**src/rtl/spw_pkg.sv**
```systemverilog
// types, constants and tables shared by the swirl pixel warp modules
`timescale 1ns / 1ps

package spw_pkg;

    // fixed-point widths
    localparam int SQRT_STEPS   = 17;   // result bits of the distance square root
    localparam int CORDIC_STEPS = 15;
    localparam int REM_W        = 34;   // sqrt remainder, holds d2 << 12
    localparam int RES_W        = 35;   // sqrt partial root plus trial bit
    localparam int DIST_W       = 17;   // distance, Q11.6
    localparam int VX_W         = 28;   // vectoring x/y, pixel offsets scaled by 2^14
    localparam int RX_W         = 18;   // rotation x/y, Q2.14 plus growth
    localparam int ANG_W        = 18;   // angles, 14 fraction bits, signed
    localparam int WRAP_W       = 26;   // unsigned angle before the modulo
    localparam int QUOT_W       = 10;   // turns removed by the modulo

    localparam logic signed [ANG_W-1:0] ANG_PI      = 18'sd51472;
    localparam logic signed [ANG_W-1:0] ANG_HALF_PI = 18'sd25736;
    localparam logic [WRAP_W-1:0] WRAP_MOD   = 26'd102944;  // two pi
    localparam logic [WRAP_W-1:0] WRAP_OFS   = 26'd154416;  // three pi, keeps sum positive
    localparam logic [15:0]       WRAP_RECIP = 16'd41721;   // floor(2^32 / two pi)
    localparam int                WRAP_SHIFT = 32;
    localparam logic signed [RX_W-1:0] CORDIC_GAIN_INV = 18'sd9949;

    // configuration register indexes
    typedef enum logic [2:0] {
        CFG_CENTER_X   = 3'd0,
        CFG_CENTER_Y   = 3'd1,
        CFG_BOX_WIDTH  = 3'd2,
        CFG_BOX_HEIGHT = 3'd3,
        CFG_TWIST_RATE = 3'd4
    } spw_cfg_idx_t;

    localparam logic [15:0] TWIST_RATE_RESET = 16'd3277;

    typedef struct packed {
        logic [9:0]  pixel_x;
        logic [9:0]  pixel_y;
        logic [23:0] pixel_color;
    } spw_in_t;

    typedef struct packed {
        logic signed [11:0] write_x;
        logic signed [11:0] write_y;
        logic [23:0]        write_color;
        logic               inside_swirl;
        logic               in_frame;
    } spw_out_t;

    // square root cell state
    typedef struct packed {
        logic [REM_W-1:0] rem;
        logic [RES_W-1:0] res;
    } spw_sqrt_t;

    // cordic cell states
    typedef struct packed {
        logic signed [VX_W-1:0]  x;
        logic signed [VX_W-1:0]  y;
        logic signed [ANG_W-1:0] z;
    } spw_vec_t;

    typedef struct packed {
        logic signed [RX_W-1:0]  x;
        logic signed [RX_W-1:0]  y;
        logic signed [ANG_W-1:0] z;
    } spw_rot_t;

    // per-item data riding along the pipe
    typedef struct packed {
        logic [9:0]        pixel_x;
        logic [9:0]        pixel_y;
        logic [23:0]       pixel_color;
        logic              in_swirl;
        logic              on_center;
        logic              flip;
        logic [DIST_W-1:0] dist_q;
    } spw_side_t;

    // atan(2^-i) in Q2.14, rounded
    function automatic logic signed [ANG_W-1:0] atan_step(input int i);
        logic signed [ANG_W-1:0] a;
        case (i)
            0:  a = 18'sd12868;
            1:  a = 18'sd7596;
            2:  a = 18'sd4014;
            3:  a = 18'sd2037;
            4:  a = 18'sd1023;
            5:  a = 18'sd512;
            6:  a = 18'sd256;
            7:  a = 18'sd128;
            8:  a = 18'sd64;
            9:  a = 18'sd32;
            10: a = 18'sd16;
            11: a = 18'sd8;
            12: a = 18'sd4;
            13: a = 18'sd2;
            14: a = 18'sd1;
            default: a = 18'sd0;
        endcase
        return a;
    endfunction

endpackage

```
**src/rtl/spw_rot_cell.sv**
```systemverilog
// one cordic rotation micro-step driving the angle to zero
`timescale 1ns / 1ps

module spw_rot_cell #(
    parameter int STEP = 0
) (
    input  logic             clk,
    input  logic             en,
    input  spw_pkg::spw_rot_t cur,
    output spw_pkg::spw_rot_t nxt
);
    import spw_pkg::*;

    spw_rot_t               nxt_reg;
    spw_rot_t               nxt_next;
    logic signed [RX_W-1:0] xs;
    logic signed [RX_W-1:0] ys;

    always_comb
    begin
        xs = cur.x >>> STEP;
        ys = cur.y >>> STEP;
        if (cur.z >= 0)
        begin
            nxt_next.x = cur.x - ys;
            nxt_next.y = cur.y + xs;
            nxt_next.z = cur.z - atan_step(STEP);
        end
        else
        begin
            nxt_next.x = cur.x + ys;
            nxt_next.y = cur.y - xs;
            nxt_next.z = cur.z + atan_step(STEP);
        end
    end

    always_ff @(posedge clk)
    begin
        if (en)
        begin
            nxt_reg <= nxt_next;
        end
    end

    assign nxt = nxt_reg;

endmodule

```
**config.mk**
```make
export PLATFORM = sky130hd
export DESIGN_NAME = spw_rot_cell
export DESIGN_NICKNAME = d
export VERILOG_FILES = /design/src/rtl/spw_pkg.sv /design/src/rtl/spw_rot_cell.sv
export SDC_FILE = /design/constraint.sdc
export NUM_CORES = 1
export LEC_CHECK = 0
export BUFFER_PORTS_ARGS = -buffer_cell sky130_fd_sc_hd__buf_4
export CORE_ASPECT_RATIO = 0.5
export CORE_MARGIN = 4
export CORE_UTILIZATION = 60
export DETAILED_ROUTE_END_ITERATION = 10
export PLACE_DENSITY = 0.86
export SYNTH_ARGS = -nofsm -noshare
export SYNTH_HDL_FRONTEND = slang
export SYNTH_SLANG_ARGS = --single-unit
```
**constraint.sdc**
```tcl
create_clock -name clk -period 10.8 [get_ports clk]
set_clock_uncertainty 0.2 [all_clocks]
set_input_delay 1.62 -clock clk [delete_from_list [all_inputs] [get_ports clk]]
set_output_delay 1.62 -clock clk [all_outputs]
set_load 0.01 [all_outputs]
```
# == Word level (Yosys, flattened, before mapping) ==
# Cells that the tools add are included.
# totals
elab_cells,10
output_inout_bits,54
regBits,54
# op_classes
muxes,1
magnitude_cmp,1
addsub,5
# op_table
cell,n
$mux W54,1
$sub A18 B18 Y18,2
$add A18 B15 Y18 const B,1
$add A18 B18 Y18,1
$ge A18 B1 Y1 const B,1
$sub A18 B15 Y18 const B,1

# == Depth between registers and ports, before layout ==
# logic_depth
ltp_word,2
mapped_depth,14

# == Least setup slack after synthesis ==
# OpenSTA, ideal clock, no wires.
# synth_path
path_kind,input to register
from,in cur[0] (netlist name)
to,reg nxt_reg (netlist bit nxt[15]) (data pin)
setup_ps,261
required_time_ps,10339
path_buffers,2
cell_stages,12
slack_ps,5871
arrival_ps,4468
path_cell_list,or3_1 -> o31ai_4 -> buf_2 -> buf_2 -> ha_1 -> a211oi_1 -> o21a_1 -> o21ai_0 -> a41oi_1 -> o21a_1 -> nor4_1 -> a311o_1
# synth_rtl
item,line,source
"start, declared",spw_rot_cell.sv:9,"input spw_pkg::spw_rot_t cur,"
"end signal, assigned",spw_rot_cell.sv:41,nxt_reg <= nxt_next;
"end, declared",spw_rot_cell.sv:14,spw_rot_t nxt_reg;

==> impl_metrics.tcl <==
set metrics [dict create \
    antenna_cells 0 \
    grt_overflow 0 \
    nFillCells 641 \
    drc 0 \
    io_pins 110 \
    core-area_um2 8200 \
    combPwrFrac_pct 40.5 \
    synthSimpleGateAreaFrac_pct 14.1 \
    hold_buffers 0 \
    crit_arrival_ps 5340 \
    maxSlewHeadroom_pct 52.1 \
    clk_pin_slew_ps 70 \
    wire_per_inst_um 16.9 \
    ys_async_sr_fraction_pct 0 \
    hpwl_um 10300 \
    rsz0062_at_grt "no" \
    numCtsBuffers 5 \
    syn_area_per_cell_um2 8.87 \
    synth-seq-cells 53 \
    drv_slew 0 \
    groute.usage.overall_pct 25.6 \
    drtAntennaViolNets 0 \
    initial_core_util_pct 63.2 \
    synth_area_um2 5180 \
    multi_input_area_um2 3240 \
    cp_top_family "compound AO/OA/AOI/OAI gates" \
    path_cells "buf_4, nor4_1, nand2_1, o31ai_4, buf_4, inv_2, fa_1, nor2b_1, o21ai_0, a21boi_0, o211ai_1, a21oi_1, a211oi_1, xnor2_1" \
    synthMuxAreaShare_pct 0.580 \
    total_power_mw 0.735 \
    post_cts_buffers 0 \
    syn_nets 710 \
    syn_to_final_growth_pct 19.0 \
    finalHoldViolCount 0 \
    first_pass_iters 5 \
    num_vias 4735 \
    root_buffer "clkbuf_16" \
    drive_above_1_share_pct 19.2 \
    worstMarginPinSlew_ps 719 \
    synth_cell_types 61 \
    regArea_um2 1590 \
    routed_via_density 6.00 \
    setup_ws_ps 5300 \
    yosysSeqAreaShare_pct 30.7 \
    pwr-share-clk_pct 21.4 \
    rows 23 \
    path_buf_inv 3 \
    synthAdderAreaFrac_pct 17.5 \
    synth_top_family_by_area "compound AO/OA/AOI/OAI gates" \
    htree_levels 2 \
    p_leak_nw 2.74 \
    crit_required_ps 10640 \
    maxCapViolCount 0 \
    intPower_mw 0.490 \
    grt_pass1_vias 4475 \
    synth_warnings 0 \
    cts_tree "built" \
    port_buffers 109 \
    synth-compound-area-share_pct 22.9 \
    synth_top_flop_cell "edfxtp_1" \
    startpoint_type "input port" \
    fin_setup_tns_ps 0 \
    grt_max_degree 54 \
    yosys-top-cells-area "edfxtp_1 31%, ha_1 16%, xnor2_1 6.3%" \
    wirelength_um 13400 \
    hp-class "input port to flip-flop" \
    yosysTopAreaCellShare_pct 30.7 \
    finalWeightedCongestion 0.903 \
    finalCritPeriodShare_pct 50.9 \
    largest_reg_flops 53 \
    synth_edf_count 53 \
    p_per_area_nw_per_um2 119 \
    cts_sinks 53 \
    die_h_um 73.7 \
    finalCriticalPeriod_ps 5500 \
    layout.nets 802 \
    die-area_um2 10300 \
    p_seq_share_pct 38.2 \
    p_switching_mw 0.244 \
    synth_area_leader_cell "edfxtp_1" \
    clockBufferDepth 2 \
    antenna_found_initial 0 \
    grt_pass1_wl_um 21400 \
    fp.dieW_um 139 \
    cts.repair.resized 0 \
    cpPeakStageDelay_ps 530 \
    cpMaxStageDelayCell "fa_1" \
    drt_iter0_markers 448 \
    synth_xor_area_share_pct 7.44 \
    crit_type "input port to flip-flop" \
    setup_viol 0 \
    cpMostUsedCell "buf_4" \
    place_ws_ps 5130 \
    status "complete, no violations" \
    fmax_ghz 0.182 \
    cp_max_fo 50 \
    cp-end-kind "flip-flop" \
    p_sw_share_pct 33.2 \
    ir_drop_v 0.0000685 \
    synthCells 584 \
]
[cell usage in the layout (no fill, tap or decap), types with 5 or more instances in the layout]
cell / synthesis / final
a21o_1: 10 / 10
a21oi_1: 60 / 60
buf_4: 1 / 110
clkbuf_16: 0 / 5
edfxtp_1: 53 / 53
ha_1: 66 / 66
inv_1: 60 / 60
nand2_1: 24 / 24
nand2b_1: 10 / 10
nand3_1: 7 / 7
nand4_1: 5 / 5
nor2_1: 44 / 44
nor2b_1: 10 / 10
nor3_1: 15 / 15
nor4_1: 9 / 9
o211ai_1: 8 / 8
o21a_1: 12 / 12
o21ai_0: 36 / 36
o31ai_1: 8 / 8
or3_1: 6 / 6
xnor2_1: 37 / 37
xor2_1: 7 / 7
[metal layers]
layer / routed length [um] / global-route usage, %
met5: 0 / 0
met4: 203 / 7.16
met3: 932 / 4.16
met2: 6540 / 45.7
met1: 5670 / 32.7
[path summary, 6_finish.rpt]
path,from,endpoint,cells after the start
worst max-delay path,cur[13],nxt[16],14
worst min-delay path,cur[1],nxt[1],1
[power by group through the flow]
stage / Sequential [mW] / Clock (mW) / Combinational (mW)
2_1_floorplan: 0.302 / 0 / 0.162
3_3_place_gp: 0.283 / 0 / 0.285
3_5_place_dp: 0.285 / 0 / 0.292
4_1_cts: 0.280 / 0.159 / 0.294
5_1_grt: 0.283 / 0.170 / 0.323
6_report: 0.280 / 0.157 / 0.297
[synthesized netlist by cell type, drive strengths merged (3+ instances only)]
library cell	count
a211o	3
a211oi	6
a21o	10
a21oi	60
and2	3
and3	3
buf	15
clkbuf	10
edfxtp	53
fa	4
ha	66
inv	61
mux2i	3
nand2	24
nand2b	10
nand3	7
nand3b	3
nand4	5
nor2	45
nor2b	10
nor3	15
nor4	9
o2111ai	3
o211ai	8
o21a	12
o21ai	36
o21bai	4
o22ai	4
o31ai	9
or2	4
or3	6
xnor2	37
xor2	7
[logic make-up after synthesis]
group                    count (synthesis)
adder cells (fa/ha/maj)                 70
flip-flops                              53
AND/OR/NAND/NOR                        147
AO/OA/AOI/OAI                          181
XOR/XNOR                                44
multiplexers                             3
buffers and inverters                   86
[through the flow]
stage / cell area (um^2) / instances / hold slack [ps] / util [%]
after floorplan: 5180 / 584 / 1520 / -
after global placement: 6030 / 781 / 1600 / 73.5
after CTS: 6170 / 789 / 1300 / 75.2
after global routing: 6170 / 789 / 1300 / 75.2
final: 6170 / 789 / 1310 / 75.2
after detailed placement: 6030 / 781 / 1610 / 73.5
[layout make-up]
class,instances,share of cell area [%]
Multi-Input combinational cell,445,52.5
Sequential cell,53,25.8
Timing Repair Buffer,110,13.4
Inverter,61,3.71
Tap cell,112,2.27
Clock buffer,7,2.15
Clock inverter,1,0.122
(Power assumes the default switching activity.)
