<file path="src/rtl/spw_pkg.sv">
// types, constants and tables shared by the swirl pixel warp modules
`timescale 1ns / 1ps

package spw_pkg;

    // fixed-point widths
    localparam int SQRT_STEPS   = 17;   // result bits of the distance square root
    localparam int CORDIC_STEPS = 15;
    localparam int REM_W        = 34;   // sqrt remainder, holds d2 << 12
    localparam int RES_W        = 35;   // sqrt partial root plus trial bit
    localparam int DIST_W       = 17;   // distance, Q11.6
    localparam int VX_W         = 28;   // vectoring x/y, pixel offsets scaled by 2^14
    localparam int RX_W         = 18;   // rotation x/y, Q2.14 plus growth
    localparam int ANG_W        = 18;   // angles, 14 fraction bits, signed
    localparam int WRAP_W       = 26;   // unsigned angle before the modulo
    localparam int QUOT_W       = 10;   // turns removed by the modulo

    localparam logic signed [ANG_W-1:0] ANG_PI      = 18'sd51472;
    localparam logic signed [ANG_W-1:0] ANG_HALF_PI = 18'sd25736;
    localparam logic [WRAP_W-1:0] WRAP_MOD   = 26'd102944;  // two pi
    localparam logic [WRAP_W-1:0] WRAP_OFS   = 26'd154416;  // three pi, keeps sum positive
    localparam logic [15:0]       WRAP_RECIP = 16'd41721;   // floor(2^32 / two pi)
    localparam int                WRAP_SHIFT = 32;
    localparam logic signed [RX_W-1:0] CORDIC_GAIN_INV = 18'sd9949;

    // configuration register indexes
    typedef enum logic [2:0] {
        CFG_CENTER_X   = 3'd0,
        CFG_CENTER_Y   = 3'd1,
        CFG_BOX_WIDTH  = 3'd2,
        CFG_BOX_HEIGHT = 3'd3,
        CFG_TWIST_RATE = 3'd4
    } spw_cfg_idx_t;

    localparam logic [15:0] TWIST_RATE_RESET = 16'd3277;

    typedef struct packed {
        logic [9:0]  pixel_x;
        logic [9:0]  pixel_y;
        logic [23:0] pixel_color;
    } spw_in_t;

    typedef struct packed {
        logic signed [11:0] write_x;
        logic signed [11:0] write_y;
        logic [23:0]        write_color;
        logic               inside_swirl;
        logic               in_frame;
    } spw_out_t;

    // square root cell state
    typedef struct packed {
        logic [REM_W-1:0] rem;
        logic [RES_W-1:0] res;
    } spw_sqrt_t;

    // cordic cell states
    typedef struct packed {
        logic signed [VX_W-1:0]  x;
        logic signed [VX_W-1:0]  y;
        logic signed [ANG_W-1:0] z;
    } spw_vec_t;

    typedef struct packed {
        logic signed [RX_W-1:0]  x;
        logic signed [RX_W-1:0]  y;
        logic signed [ANG_W-1:0] z;
    } spw_rot_t;

    // per-item data riding along the pipe
    typedef struct packed {
        logic [9:0]        pixel_x;
        logic [9:0]        pixel_y;
        logic [23:0]       pixel_color;
        logic              in_swirl;
        logic              on_center;
        logic              flip;
        logic [DIST_W-1:0] dist_q;
    } spw_side_t;

    // atan(2^-i) in Q2.14, rounded
    function automatic logic signed [ANG_W-1:0] atan_step(input int i);
        logic signed [ANG_W-1:0] a;
        case (i)
            0:  a = 18'sd12868;
            1:  a = 18'sd7596;
            2:  a = 18'sd4014;
            3:  a = 18'sd2037;
            4:  a = 18'sd1023;
            5:  a = 18'sd512;
            6:  a = 18'sd256;
            7:  a = 18'sd128;
            8:  a = 18'sd64;
            9:  a = 18'sd32;
            10: a = 18'sd16;
            11: a = 18'sd8;
            12: a = 18'sd4;
            13: a = 18'sd2;
            14: a = 18'sd1;
            default: a = 18'sd0;
        endcase
        return a;
    endfunction

endpackage

</file>
<file path="src/rtl/spw_sqrt_cell.sv">
// one bit of the restoring integer square root
`timescale 1ns / 1ps

module spw_sqrt_cell #(
    parameter int STEP = 0
) (
    input  logic              clk,
    input  logic              en,
    input  spw_pkg::spw_sqrt_t cur,
    output spw_pkg::spw_sqrt_t nxt
);
    import spw_pkg::*;

    localparam logic [RES_W-1:0] TRIAL_BIT = RES_W'(1) << (2 * (SQRT_STEPS - 1 - STEP));

    spw_sqrt_t        nxt_reg;
    spw_sqrt_t        nxt_next;
    logic [RES_W-1:0] trial;

    always_comb
    begin
        trial = cur.res + TRIAL_BIT;
        if ({1'b0, cur.rem} >= trial)
        begin
            nxt_next.rem = cur.rem - trial[REM_W-1:0];
            nxt_next.res = (cur.res >> 1) + TRIAL_BIT;
        end
        else
        begin
            nxt_next.rem = cur.rem;
            nxt_next.res = cur.res >> 1;
        end
    end

    always_ff @(posedge clk)
    begin
        if (en)
        begin
            nxt_reg <= nxt_next;
        end
    end

    assign nxt = nxt_reg;

endmodule

</file>
<file path="config.mk">
export PLATFORM = sky130hd
export DESIGN_NAME = spw_sqrt_cell
export DESIGN_NICKNAME = d
export VERILOG_FILES = /design/src/rtl/spw_pkg.sv /design/src/rtl/spw_sqrt_cell.sv
export SDC_FILE = /design/constraint.sdc
export NUM_CORES = 1
export LEC_CHECK = 0
export ABC_CLOCK_PERIOD_IN_PS = 6070
export BUFFER_PORTS_ARGS = -buffer_cell sky130_fd_sc_hd__buf_2
export CORE_UTILIZATION = 30
export DETAILED_ROUTE_END_ITERATION = 8
export GPL_TIMING_DRIVEN = 0
export PLACE_DENSITY_LB_ADDON = 0.05
export SYNTH_ARGS = -nofsm -noshare
export SYNTH_HDL_FRONTEND = slang
export SYNTH_SLANG_ARGS = --single-unit
</file>
<file path="constraint.sdc">
create_clock -name clk -period 6.07 [get_ports clk]
set_clock_uncertainty 0.2 [all_clocks]
set_input_delay 1.214 -clock clk [delete_from_list [all_inputs] [get_ports clk]]
set_output_delay 1.214 -clock clk [all_outputs]
set_load 0.1 [all_outputs]
</file>
# Word-level counts from Yosys, hierarchy flattened
# Index checks and enable logic that the tools add are counted.
# totals
regBits,69
latchBits,0
mem_bits_rw,0
mem_bits_ro,0
output_inout_bits,69
wordCells,8
memories,0
# op_classes
n_addsub,3
mul,0
div_mod_pow,0
n_lt_le_gt_ge,1
n_eq_ne,0
n_shift,0
muxes,1
bitwise_logic,0
reduce_logical,0
# op_table
operator,n
69-bit 2-to-1 mux,1
"34-bit by 33-bit adder with 35-bit output, second input constant",1
"35-bit by 33-bit adder with 35-bit output, second input constant",1
34-bit by 35-bit greater-or-equal comparator with 1-bit output,1
34-bit subtractor,1

# Logic depth before layout (Yosys ltp)
# logic_depth
ltp_word,3
ltp_mapped,13
depth_no_buf,13

# Least setup slack after synthesis
# OpenSTA, ideal clock, no wires.
# synth_path
kind,input to register
startpoint,input cur[35] in the netlist's numbering
endpoint,register nxt_reg (netlist bit nxt[65]) (data pin)
setup_ns,0.260
t_arrival_ns,3.971
t_required_ns,5.610
setup_slack_ns,1.640
stages,13
path_buffers,0
path_cell_list,inv_1 > ha_1 > inv_1 > fa_1 > a21o_1 > a221o_1 > a311oi_2 > o32ai_1 > or2_2 > a211oi_2 > o311ai_1 > xor2_1 > mux2_2
# synth_rtl
item,line,rtl
from (decl),spw_sqrt_cell.sv:9,"input spw_pkg::spw_sqrt_t cur,"
to (signal assigned),spw_sqrt_cell.sv:39,nxt_reg <= nxt_next;
to (decl),spw_sqrt_cell.sv:16,spw_sqrt_t nxt_reg;

==> metrics <==
Chip Width=between 100 and 150 µm; Max VDD drop=roughly 0.15 mV; GP Congestion=between 0.7 and 0.8; Post-synth EDFFs=between 60 and 70; Worst-Margin Slew=0.8999 ns; most area-consuming cells after synthesis=edfxtp_1 46%, ha_1 10%, mux2_2 6.1%; largest net degree at the start of global routing=70; hold buffers post-CTS=0; Routed WL=11330 µm; setup violators final=0; Min-Delay Endpoint=nxt[30]$_DFFE_PP_; total track usage=0.1512; Final Net Count=between 600 and 700; synth unique cells=55; vias in the first global route=roughly 3500; Setup Fix Bufs, Post-CTS=0; core outline area=between 10000 and 15000 µm²; syn_nets=approximately 510; max-cap check violation count=0; max reg flops=69; Clock Pin Slew Worst Setup and Hold Paths=~0.06 ns; Syn Std Cell Area=roughly 4500 µm²; total CTS buffers=9; Worst setup EP type=register; register area share after synthesis=0.4639; period utilization=0.7908; share of the synthesized area in the top cell type=0.4639; Yosys top cell by area=edfxtp_1; Syn Area/Cell=between 10 and 15 µm²; CTS Sinks=just under 70; drc violations=0; Fin Setup TNS=0 ns; Sequential Area=2072 µm²; clock root buffer=clkbuf_16; WS Path Type=input pin to register; fmax=208.3 MHz; synthesis-to-finish area growth=28.38%; I/O Buffers=approximately 140; Initial DRC Count=148; power density cells=between 300 and 400 nW/µm²; ANT nets after route=0; Setup WS post-layout=1.270 ns; worst path arrival time=roughly 4.7 ns; detailed placer's ending HPWL=8636 µm; clock tree buffer depth=2; Layout fillers=around 1500; min-delay worst type=input pin to register; Resize count post-CTS=0; Fin. Hold Viols=0; ys async rst share=0; Most used DFF post-synth=edfxtp_1; die area=roughly 15000 µm²; total gr overflow=0; depth of the CTS H-tree=3; setup repair after global routing missed its margin=false; fin. max-slew vios=0; antenna violations before repair=0; Die Ht=around 120 µm; number of vias per cell=roughly 4.8; drt pass-1 iters=4; CTS tree=yes; dpl ws=around 0.9 ns; routed length per instance=approximately 15 µm; minimum clock period=between 4 and 5 ns; HP Start=cur[31]; status=completed; routed vias=approximately 3600; layout cell share with drive strength beyond 1=0.3405; Row Count=44; Synth Register Bits=between 60 and 70; critical path data required time=slightly below 6 ns; max_slew headroom=0.4000; crit path max fanout=5; Hold Crit Depth=1; initial core utilization=0.3073; Antenna Cells=0; I/O pins=140; startpoint types=input pin; Syn. warnings=0; cells after synthesis=just over 400; P_leak=~2.6 nW; Final Util=0.3945; multi-input logic area=approximately 2200 µm²; first-pass GRT wire length=roughly 17000 µm
layout make-up:
| class | count | area share |
|---|---|---|
| Clock inverter | 7 | 0.01986 |
| Multi-Input combinational cell | 283 | 0.3814 |
| Inverter | 39 | 0.02553 |
| Tap cell | 184 | 0.04015 |
| Clock buffer | 9 | 0.03928 |
| Sequential cell | 69 | 0.3613 |
| Timing Repair Buffer | 139 | 0.1218 |
| Buffer | 12 | 0.01069 |
worst max-delay path, cell delays in order:
cell and delay [ns]:
buf_2 0.10, inv_1 0.08, ha_1 0.18, inv_1 0.05, fa_1 0.40, a21o_1 0.24
a221o_1 0.33, a311oi_2 0.39, o32ai_1 0.22, or2_2 0.36, a211oi_2 0.47, o311ai_1 0.21
xor2_1 0.17, mux2_2 0.27
kinds of logic after synthesis:
logic type                 Yosys count  synth area share
DFF                                 69            0.4639
and+or+nand+nor                     85           0.09553
adders and majority gates           37            0.1053
buffers and inverters               51           0.04650
xor gates and xnor gates            30           0.05882
muxes                               25           0.06275
AOI/OAI and AO/OA                  106            0.1672
power breakdown:
group          total [W]  switching [W]  internal (W)  leakage, nW
Combinational   0.000712       0.000543      0.000169         1.72
Clock           0.000607       0.000208      0.000399        0.161
Sequential      0.000597      0.0000111      0.000586        0.675
cells in the mapped netlist, drive strengths merged (2+ instances only):
| library cell | number |
|---|---|
| a2111oi | 2 |
| a211o | 3 |
| a211oi | 5 |
| a21boi | 2 |
| a21o | 19 |
| a21oi | 37 |
| a31oi | 3 |
| and3 | 5 |
| buf | 4 |
| clkbuf | 8 |
| edfxtp | 69 |
| ha | 36 |
| inv | 39 |
| mux2 | 24 |
| nand2 | 20 |
| nand2b | 8 |
| nand3 | 6 |
| nand4 | 8 |
| nor2 | 20 |
| nor2b | 6 |
| nor3 | 4 |
| o211ai | 2 |
| o21ai | 14 |
| o21bai | 3 |
| o31ai | 4 |
| o32ai | 2 |
| xnor2 | 23 |
| xor2 | 7 |
routing by layer:
metal  GRT usage  routed length (µm)  vias to the layer above
met5           0                   0                        -
met4     0.05655                 159                        0
met3     0.04121                 639                       12
met2      0.2490                5299                      103
met1      0.1882                5232                     1647
li1            -                   -                     1802
how the worst max path moves through the flow:
stage,start,end,depth (start not counted)
6_report,cur[35],nxt[65]$_DFFE_PP_,14
5_1_grt,cur[35],nxt[65]$_DFFE_PP_,14
4_1_cts,cur[35],nxt[65]$_DFFE_PP_,14
3_5_place_dp,cur[35],nxt[65]$_DFFE_PP_,14
3_3_place_gp,cur[35],nxt[65]$_DFFE_PP_,14
2_1_floorplan,cur[35],nxt[65]$_DFFE_PP_,13
per-stage QoR:
stage          cells  area (µm²)  hold slack [ns]  total power, W
6_report         742        5734           0.8627        0.001917
5_1_grt          742        5734           0.8527        0.002001
4_1_cts          742        5734           0.8499        0.001941
3_5_place_dp     726        5395            1.208        0.001323
3_3_place_gp     726        5393            1.209        0.001321
2_1_floorplan    403        4467            1.113        0.001185
cell usage in the layout (no fill, tap or decap), drive strengths merged, types with 3 or more instances in the layout:
| cell | instances |
|---|---|
| and3 | 5 |
| a211o | 3 |
| nand2 | 20 |
| o21ai | 14 |
| o31ai | 4 |
| nor2b | 6 |
| inv | 39 |
| nand3 | 6 |
| xnor2 | 23 |
| mux2 | 24 |
| nand2b | 8 |
| edfxtp | 69 |
| nor3 | 4 |
| clkbuf | 17 |
| buf | 143 |
| nand4 | 8 |
| a21o | 19 |
| xor2 | 7 |
| a21oi | 37 |
| o21bai | 3 |
| a211oi | 5 |
| ha | 36 |
| nor2 | 20 |
| clkinv | 3 |
| bufinv | 3 |
| a31oi | 3 |
Power figures use the tool's default switching activity.
