`src/rtl/spw_pkg.sv`:
```
// types, constants and tables shared by the swirl pixel warp modules
`timescale 1ns / 1ps

package spw_pkg;

    // fixed-point widths
    localparam int SQRT_STEPS   = 17;   // result bits of the distance square root
    localparam int CORDIC_STEPS = 15;
    localparam int REM_W        = 34;   // sqrt remainder, holds d2 << 12
    localparam int RES_W        = 35;   // sqrt partial root plus trial bit
    localparam int DIST_W       = 17;   // distance, Q11.6
    localparam int VX_W         = 28;   // vectoring x/y, pixel offsets scaled by 2^14
    localparam int RX_W         = 18;   // rotation x/y, Q2.14 plus growth
    localparam int ANG_W        = 18;   // angles, 14 fraction bits, signed
    localparam int WRAP_W       = 26;   // unsigned angle before the modulo
    localparam int QUOT_W       = 10;   // turns removed by the modulo

    localparam logic signed [ANG_W-1:0] ANG_PI      = 18'sd51472;
    localparam logic signed [ANG_W-1:0] ANG_HALF_PI = 18'sd25736;
    localparam logic [WRAP_W-1:0] WRAP_MOD   = 26'd102944;  // two pi
    localparam logic [WRAP_W-1:0] WRAP_OFS   = 26'd154416;  // three pi, keeps sum positive
    localparam logic [15:0]       WRAP_RECIP = 16'd41721;   // floor(2^32 / two pi)
    localparam int                WRAP_SHIFT = 32;
    localparam logic signed [RX_W-1:0] CORDIC_GAIN_INV = 18'sd9949;

    // configuration register indexes
    typedef enum logic [2:0] {
        CFG_CENTER_X   = 3'd0,
        CFG_CENTER_Y   = 3'd1,
        CFG_BOX_WIDTH  = 3'd2,
        CFG_BOX_HEIGHT = 3'd3,
        CFG_TWIST_RATE = 3'd4
    } spw_cfg_idx_t;

    localparam logic [15:0] TWIST_RATE_RESET = 16'd3277;

    typedef struct packed {
        logic [9:0]  pixel_x;
        logic [9:0]  pixel_y;
        logic [23:0] pixel_color;
    } spw_in_t;

    typedef struct packed {
        logic signed [11:0] write_x;
        logic signed [11:0] write_y;
        logic [23:0]        write_color;
        logic               inside_swirl;
        logic               in_frame;
    } spw_out_t;

    // square root cell state
    typedef struct packed {
        logic [REM_W-1:0] rem;
        logic [RES_W-1:0] res;
    } spw_sqrt_t;

    // cordic cell states
    typedef struct packed {
        logic signed [VX_W-1:0]  x;
        logic signed [VX_W-1:0]  y;
        logic signed [ANG_W-1:0] z;
    } spw_vec_t;

    typedef struct packed {
        logic signed [RX_W-1:0]  x;
        logic signed [RX_W-1:0]  y;
        logic signed [ANG_W-1:0] z;
    } spw_rot_t;

    // per-item data riding along the pipe
    typedef struct packed {
        logic [9:0]        pixel_x;
        logic [9:0]        pixel_y;
        logic [23:0]       pixel_color;
        logic              in_swirl;
        logic              on_center;
        logic              flip;
        logic [DIST_W-1:0] dist_q;
    } spw_side_t;

    // atan(2^-i) in Q2.14, rounded
    function automatic logic signed [ANG_W-1:0] atan_step(input int i);
        logic signed [ANG_W-1:0] a;
        case (i)
            0:  a = 18'sd12868;
            1:  a = 18'sd7596;
            2:  a = 18'sd4014;
            3:  a = 18'sd2037;
            4:  a = 18'sd1023;
            5:  a = 18'sd512;
            6:  a = 18'sd256;
            7:  a = 18'sd128;
            8:  a = 18'sd64;
            9:  a = 18'sd32;
            10: a = 18'sd16;
            11: a = 18'sd8;
            12: a = 18'sd4;
            13: a = 18'sd2;
            14: a = 18'sd1;
            default: a = 18'sd0;
        endcase
        return a;
    endfunction

endpackage

```
`src/rtl/spw_vec_cell.sv`:
```
// one cordic vectoring micro-rotation toward the x axis
`timescale 1ns / 1ps

module spw_vec_cell #(
    parameter int STEP = 0
) (
    input  logic             clk,
    input  logic             en,
    input  spw_pkg::spw_vec_t cur,
    output spw_pkg::spw_vec_t nxt
);
    import spw_pkg::*;

    spw_vec_t               nxt_reg;
    spw_vec_t               nxt_next;
    logic signed [VX_W-1:0] xs;
    logic signed [VX_W-1:0] ys;

    always_comb
    begin
        xs = cur.x >>> STEP;
        ys = cur.y >>> STEP;
        if (cur.y > 0)
        begin
            nxt_next.x = cur.x + ys;
            nxt_next.y = cur.y - xs;
            nxt_next.z = cur.z + atan_step(STEP);
        end
        else
        begin
            nxt_next.x = cur.x - ys;
            nxt_next.y = cur.y + xs;
            nxt_next.z = cur.z - atan_step(STEP);
        end
    end

    always_ff @(posedge clk)
    begin
        if (en)
        begin
            nxt_reg <= nxt_next;
        end
    end

    assign nxt = nxt_reg;

endmodule

```
`config.mk`:
```
export PLATFORM = sky130hd
export DESIGN_NAME = spw_vec_cell
export DESIGN_NICKNAME = d
export VERILOG_FILES = /design/src/rtl/spw_pkg.sv /design/src/rtl/spw_vec_cell.sv
export SDC_FILE = /design/constraint.sdc
export NUM_CORES = 1
export LEC_CHECK = 0
export ABC_AREA = 0
export BUFFER_PORTS_ARGS = -buffer_cell sky130_fd_sc_hd__buf_4
export CAP_MARGIN = 5
export CORE_UTILIZATION = 31
export CTS_CLUSTER_DIAMETER = 100
export DETAILED_ROUTE_END_ITERATION = 8
export SLEW_MARGIN = 40
export SYNTH_ARGS = -nofsm -noshare
export SYNTH_HDL_FRONTEND = slang
export SYNTH_SLANG_ARGS = --single-unit
```
`constraint.sdc`:
```
create_clock -name clk -period 9.2 [get_ports clk]
set_clock_uncertainty 0.2 [all_clocks]
set_input_delay 1.84 -clock clk [delete_from_list [all_inputs] [get_ports clk]]
set_output_delay 1.84 -clock clk [all_outputs]
set_load 0.01 [all_outputs]
```
* After elaboration in Yosys (flattened, before gate mapping)
Index checks and enable logic that the tools add are counted.
** Word-level totals
- RAM bits :: 0
- Input bits :: 76
- Memories :: 0
- Flip-flop bits (word level) :: 74
- Bits in read-only memories :: 0
- Latch bits :: 0
- Output and inout bits :: 74
** Operators by class
- Equality and inequality tests :: 0
- Multipliers :: 0
- Multiplexer cells :: 1
- Order comparisons :: 1
- Add/subtract/negate cells :: 5
- Shift operators :: 0
- Div/mod/pow operators :: 0
- Reduce and logical (&&, ||, !) cells :: 0
- Bitwise gates (word level) :: 0
** Operator list (count)
- $mux W74 :: 1
- $sub A28 B28 Y28 :: 2
- $add A28 B28 Y28 :: 1
- $gt A28 B1 Y1 const B :: 1
- $add A18 B15 Y18 const B :: 1
- $sub A18 B15 Y18 const B :: 1

* Logic depth before layout (Yosys ltp)
Gate-level depths: netlist (run 1).
- Word-level depth :: 2
- Gate-level depth with buffers :: 17

* Worst setup path before layout (run 1)
OpenSTA, ideal clock, no wires.
- Kind :: in2reg
- Start point :: in cur[28] (netlist bit)
- End point :: reg nxt_reg (netlist bit nxt[17]), data pin
- Path buffers :: 3
- Data arrival time :: 4.909 ns
- Setup time :: 0.260 ns
- Path slack :: 3.831 ns
- Stages :: 17
- Cell sequence :: nor4_1 -> nand4_1 -> nor2_1 -> or2_2 -> buf_2 -> buf_1 -> buf_2 -> ha_1 -> a21o_1 -> a21oi_1 -> nand2b_1 -> a21oi_1 -> a41o_1 -> o41ai_2 -> o2111ai_1 -> a21oi_1 -> xnor2_1
** RTL lines
- start, declared :: RTL line spw_vec_cell.sv:9 : input spw_pkg::spw_vec_t cur,
- end signal, assigned :: RTL line spw_vec_cell.sv:41 : nxt_reg <= nxt_next;
- end, declared :: RTL line spw_vec_cell.sv:14 : spw_vec_t nxt_reg;

==> results.toml, run 1 <==
[worst_hold_path]
timing.hold.worst.start = "cur[0]"
hold_class = "input pin to flop"

[drt]
drt_first_iter_violations = 555
drt_pre_antenna_iters = 7
detail_route.wirelength_um = 22400
drcViolationCount = 1
avgRoutedWirePerCell_um = 17.2
viasPerCell = 5.11
route.vias.total = 6653
final_antenna_net_count = 0

[global_routing]
first_global_vias = 6302
grt_start_max_net_pins = 82
global_route.usage.total_pct = 18.5
grt-ovfl-total = 0
grt_antenna_before_repair = 0
grt_first_pass_wirelength_um = 34600

[floorplan]
die_area_mm2 = 0.0244
die_y_um = 156
ios = 150
dieWidth_um = 156
effective_utilization_at_floorplan_pct = 31.5
std_cell_core_area_mm2 = 0.0234
placement_rows = 56

[setup_path]
critical_path.top_delay_family = "compound AO/OA/AOI/OAI gates"
crit_path_start_kind = "input pin"
timing_worst_setup_path_type = "input pin to flop"
crit_arrival_ps = 5820
crit_chain = "buf_4 > nor4_1 > nand3_1 > nor2_1 > or2_2 > buf_4 > ha_1 > nor2b_1 > o21ai_0 > a21boi_1 > o21ai_0 > a21oi_1 > a2111oi_1 > o31ai_1 > a21oi_1 > xnor2_1"
cp.buffers_inverters = 2
critical-path-slowest-cell = "sky130_fd_sc_hd__nor4_1"
critPathCaptureType = "flop"
worst_setup_path_startpoint = "cur[36]"
worst-path-max-fanout = 81
critPathMaxStageDelay_ps = 700
worstPathRequired_ps = 9090

[layout]
num_antenna_cells = 0
most_frequent_cells_in_the_layout = "150 x sky130_fd_sc_hd__buf_4, 95 x sky130_fd_sc_hd__ha_1, 87 x sky130_fd_sc_hd__a21oi_1"
largest_reg_flops = 73
seqCellArea_mm2 = 0.00219
area_growth_pct = 22.6
mostFrequentLayoutCell = "sky130_fd_sc_hd__buf_4"
fillers = 2412
combined_area_of_the_multi_input_logic_cells_mm2 = 0.00468
fin_nets = 1154
final_layout_size_suffix_gt1_share_pct = 19.1

[place]
placement.io_buffers = 149
gp_routability_congestion = 0.873
post-dp-hpwl_um = 18000

[cts]
cts.clk_slew.worst_paths_ps = 60
cts.path.max_buffers = 2
cts_post_setup_buffers_inserted = 0
numClockSinks = 73
cts_hold_repair.buffers = 0
tritoncts.num_buffers = 9
clk_root_buffer_cell = "sky130_fd_sc_hd__clkbuf_16"
postCtsResizedCells = 0
htree_num_levels = 3
tritoncts = "done"

[sta]
setup_violations_final = 0
final_hold_viol_count = 0
max_freq_mhz = 169
timing.max_slew.rel_slack_pct = 44.0
finalCriticalPeriod_ps = 5930
max_slew.worst_pin.slew_ps = 840
ratio_of_final_minimum_period_to_clock_period_pct = 64.5
grt_setup_unrepaired = "no"
finalMaxSlewViolations = 0
fin_setup_tns_ps = 0

[yosys]
synth-simple-area-share_pct = 14.1
share_of_the_synthesized_area_in_compound_gates_ao_oa_aoi_oai_pct = 23.4
synth_area_leaders = "sky130_fd_sc_hd__edfxtp_1 30%, sky130_fd_sc_hd__ha_1 16%, sky130_fd_sc_hd__xnor2_1 6.2%, sky130_fd_sc_hd__a21oi_1 5.9%, sky130_fd_sc_hd__inv_1 4.2%"
postSynthAreaPerCell_um2 = 8.62
synth_largest_area_cell = "sky130_fd_sc_hd__edfxtp_1"
synth_mux_area_share_pct = 0.816
post_synth_num_cell_types = 64
synth_top_family_by_area = "compound AO/OA/AOI/OAI gates"
synth.top_cell.area_share_pct = 29.8
postSynthNetCount = 1029
area_of_the_mapped_netlist_mm2 = 0.00736
postSynth.topFlopCell = "sky130_fd_sc_hd__edfxtp_1"
synth_xor_xnor_area_share_pct = 7.97
ys_seq_area_share_pct = 29.8
synthArstFlopShare_pct = 0
number_of_instances_in_the_synthesized_netlist = 854
synth-adder-area-share_pct = 17.2
ys_seq_elements = 73
synth_edf_count = 73
yosys_warnings = 0

[power]
p_total_mw = 1.33
power_per_cell_area_mw_per_mm2 = 147
ir_drop_v = 0.0000778
power.static_leakage_nw = 3.95

[run_status]
outcome = "finished, violations left"
violations = "design-rule violations"

[job]
cap_viol_max_count = 0
cells by family (layout without fill, tap and decap cells):
logic type / count (synthesis) / after routing
AND/OR/NAND/NOR: 215 / 215
buffers and inverters: 123 / 253
flip-flops: 73 / 73
multiplexers: 6 / 6
AO/OA/AOI/OAI: 271 / 271
XOR/XNOR: 67 / 67
adder cells (fa/ha/maj): 99 / 99
stage by stage:
step	instances	instance area (um^2)	util [%]	worst slack (ps)	hold WS, ps
floorplan	854	7360	-	3830	1740
global placement	1287	8720	37.3	2960	1820
detailed placement	1287	8730	37.3	2900	1820
CTS	1303	9020	38.6	3270	1460
global route	1303	9020	38.6	2880	1470
finish	1303	9020	38.6	3270	1480
final cells by class:
type,instances,area share (%)
multi-input cells,658,51.8
flip-flops and latches,73,24.3
repair buffers,151,12.6
well taps,319,4.42
inverters,86,3.58
clock buffers,9,2.50
clock inverters,7,0.763
path summary, 6_finish.rpt:
check,end,slack (ps),depth (start not counted)
worst max-delay path,nxt[16],3270,16
worst min-delay path,nxt[0],1480,1
synthesized netlist by cell type (9+ instances only):
cell / count
sky130_fd_sc_hd__nand4_1: 9
sky130_fd_sc_hd__edfxtp_1: 73
sky130_fd_sc_hd__nor3_1: 21
sky130_fd_sc_hd__nand2b_1: 11
sky130_fd_sc_hd__o21a_1: 12
sky130_fd_sc_hd__a31oi_1: 18
sky130_fd_sc_hd__nand2_1: 43
sky130_fd_sc_hd__ha_1: 95
sky130_fd_sc_hd__buf_2: 20
sky130_fd_sc_hd__nor2_1: 71
sky130_fd_sc_hd__o21ai_0: 58
sky130_fd_sc_hd__inv_1: 83
sky130_fd_sc_hd__clkbuf_1: 11
sky130_fd_sc_hd__nor4_1: 11
sky130_fd_sc_hd__nor2b_1: 17
sky130_fd_sc_hd__xnor2_1: 52
sky130_fd_sc_hd__a21oi_1: 87
sky130_fd_sc_hd__a211oi_1: 9
sky130_fd_sc_hd__o21bai_1: 13
sky130_fd_sc_hd__a21o_1: 21
sky130_fd_sc_hd__xor2_1: 15
power by group:
| part | switching, mW | internal, mW |
|---|---|---|
| Sequential | 0.0155 | 0.441 |
| Combinational | 0.296 | 0.221 |
| Clock | 0.142 | 0.209 |
| Total | 0.453 | 0.872 |
metal layers:
layer | global-route usage, % | routed length [um]
met5 | 0 | 0
met4 | 4.11 | 223
met3 | 2.61 | 1360
met2 | 29.7 | 10200
met1 | 26.2 | 10700
(Power assumes the default switching activity.)
==> run 2, diff against run 1 <==
ABC_AREA = 1   (was 0)
clock period = 5.1 ns   (was 9.2 ns; I/O delays follow)
==> results.toml, run 2 <==
[yosys]
synth.most_common_cell = "sky130_fd_sc_hd__nand2_1"
synth.top_cells.by_count = "465 x sky130_fd_sc_hd__nand2_1, 237 x sky130_fd_sc_hd__inv_1, 130 x sky130_fd_sc_hd__nand3_1"
postSynthAreaPerCell_um2 = 6.41
synth_area_leaders = "sky130_fd_sc_hd__edfxtp_1 24%, sky130_fd_sc_hd__nand2_1 19%, sky130_fd_sc_hd__ha_1 13%, sky130_fd_sc_hd__inv_1 9.8%, sky130_fd_sc_hd__nand3_1 7.2%"
number_of_instances_in_the_synthesized_netlist = 1413
ys_seq_elements = 73
yosys_warnings = 0
ys_seq_area_share_pct = 24.2
postSynth.topFlopCell = "sky130_fd_sc_hd__edfxtp_1"
synth_edf_count = 73
synth_largest_area_cell = "sky130_fd_sc_hd__edfxtp_1"
postSynthNetCount = 1588
area_of_the_mapped_netlist_mm2 = 0.00906
synthArstFlopShare_pct = 0
post_synth_num_cell_types = 37
synth.top_cell.area_share_pct = 24.2

[sta]
grt_setup_unrepaired = "no"
final_hold_viol_count = 0
setup_violations_final = 0
ratio_of_final_minimum_period_to_clock_period_pct = 75.6
max_slew.worst_pin.slew_ps = 710
fin_setup_tns_ps = 0
finalMaxSlewViolations = 0
max_freq_mhz = 259
timing.max_slew.rel_slack_pct = 52.7
finalCriticalPeriod_ps = 3860

[layout]
combined_area_of_the_multi_input_logic_cells_mm2 = 0.00573
final_layout_size_suffix_gt1_share_pct = 12.0
num_antenna_cells = 0
most_frequent_cells_in_the_layout = "465 x sky130_fd_sc_hd__nand2_1, 237 x sky130_fd_sc_hd__inv_1, 150 x sky130_fd_sc_hd__buf_4"
final_cells = 1928
seqCellArea_mm2 = 0.00219
area_growth_pct = 18.6
mostFrequentLayoutCell = "sky130_fd_sc_hd__nand2_1"
fin_nets = 1714
fillers = 3201
largest_reg_flops = 73

[cts]
numClockSinks = 73
clk_root_buffer_cell = "sky130_fd_sc_hd__clkbuf_16"
cts.path.max_buffers = 2
tritoncts.num_buffers = 9
cts_post_setup_buffers_inserted = 0
postCtsResizedCells = 0
htree_num_levels = 3
cts.clk_slew.worst_paths_ps = 70
tritoncts = "done"
cts_hold_repair.buffers = 0

[global_routing]
grt_antenna_before_repair = 0
global_route.usage.total_pct = 20.3
first_global_vias = 8864
grt-ovfl-total = 0
grt_first_pass_wirelength_um = 47100
grt_start_max_net_pins = 74

[drt]
drt_first_iter_violations = 746
route.vias.total = 9385
avgRoutedWirePerCell_um = 15.8
viasPerCell = 4.87
drcViolationCount = 0
detail_route.wirelength_um = 30600
drt_pre_antenna_iters = 7
final_antenna_net_count = 0

[setup_path]
worstPathRequired_ps = 5010
critPathMaxStageDelay_ps = 410
critical-path-slowest-cell = "sky130_fd_sc_hd__fa_1"
critPathCaptureType = "flop"
cp.buffers_inverters = 3
worst-path-max-fanout = 13
critical_path.top_delay_family = "simple AND/OR/NAND/NOR gates"
timing_worst_setup_path_type = "input pin to flop"
crit_chain = "buf_4 > inv_1 > nand4_1 > nor2_1 > nand3_1 > nand2_2 > inv_2 > fa_1 > nand3b_1 > nand2_1 > a21oi_1 > o21ai_0 > a21oi_1 > nand2_1 > nand2_1"
crit_path_start_kind = "input pin"
critPathMostFrequentCell = "sky130_fd_sc_hd__nand2_1"
crit_arrival_ps = 3770

[power]
ir_drop_v = 0.000128
power_per_cell_area_mw_per_mm2 = 241
seq_power_share_pct = 31.0
power.static_leakage_nw = 5.76
switchingPower_mw = 1.02
power.switching_fraction_pct = 39.6
internal_power_mw = 1.56
comb_power_share_pct = 41.7
power.share.clock_pct = 27.3

[place]
gp_routability_congestion = 0.944
placement.io_buffers = 149
post-dp-hpwl_um = 25300
placed_cells_incl_taps = 1912

[floorplan]
placement_rows = 62
ios = 150
die_area_mm2 = 0.0299
effective_utilization_at_floorplan_pct = 31.6
die_y_um = 173
std_cell_core_area_mm2 = 0.0287
dieWidth_um = 173

[worst_hold_path]
timing.hold.worst_path_depth = 1
hold_class = "input pin to flop"
timing.hold.worst.start = "cur[0]"
min_to = "nxt[0]"

[run_status]
outcome = "completed"

[job]
cap_viol_max_count = 0
run 2: cell count changes in the layout (fill, tap and decap cells not counted), sizes merged, moves of 15 or more:
cell / before / now
a21o: 21 / 3
a31oi: 18 / 3
inv: 86 / 244
nand2: 43 / 470
nand3: 7 / 131
nand4: 9 / 31
nor2: 72 / 96
nor2b: 17 / 2
nor3: 21 / 6
xnor2: 52 / 5
xor2: 15 / 40
run 2: layout make-up:
cell class                      instances  area share, %
Inverter                              240           8.38
Sequential cell                        73           20.4
Clock buffer                            9           2.10
Clock inverter                          7          0.768
Tap cell                              384           4.47
Multi-Input combinational cell       1064           53.3
Timing Repair Buffer                  151           10.6
run 2: worst max-delay path by stage:
stage | from | to | slack (ps) | cells after the start
3_3_place_gp | cur[19] | nxt[14] | 990 | 15
3_5_place_dp | cur[19] | nxt[14] | 960 | 15
4_1_cts | cur[19] | nxt[14] | 1330 | 15
6_report | cur[19] | nxt[14] | 1240 | 15
5_1_grt | cur[19] | nxt[14] | 1060 | 15
2_1_floorplan | cur[18] | nxt[14] | 1590 | 16
run 2: power groups by stage:
stage / registers, mW / clock network [mW] / logic (mW)
after floorplan: 0.861 / 0 / 0.620
after global placement: 0.815 / 0 / 1.06
after detailed placement: 0.816 / 0 / 1.07
after CTS: 0.804 / 0.720 / 1.07
after global routing: 0.811 / 0.736 / 1.20
final: 0.801 / 0.707 / 1.08
run 2: kinds of logic after synthesis:
logic type	count (synthesis)	share of synthesized area, %
xor+xnor	45	4.35
buf+inv	276	12.6
compound gates	175	10.4
simple gates	745	34.5
fa+ha+maj	99	14.0
flops	73	24.2
run 2: per-stage QoR:
stage	setup WS (ps)	cell area, um^2	hold slack, ps	power [mW]	util [%]
floorplan	1590	9060	919	1.48	-
finish	1240	10700	636	2.59	37.4
global placement	995	10400	1000	1.88	36.4
CTS	1330	10700	626	2.60	37.4
global route	1060	10700	626	2.74	37.4
detailed placement	958	10400	1000	1.89	36.4
run 2: layer usage:
metal | global-route usage, % | up-vias | wire (um)
met5 | 0 | - | 0
met3 | 2.46 | 33 | 1870
met4 | 5.60 | 0 | 638
met1 | 26.9 | 4268 | 13900
li1 | - | 4747 | -
met2 | 34.6 | 337 | 14200
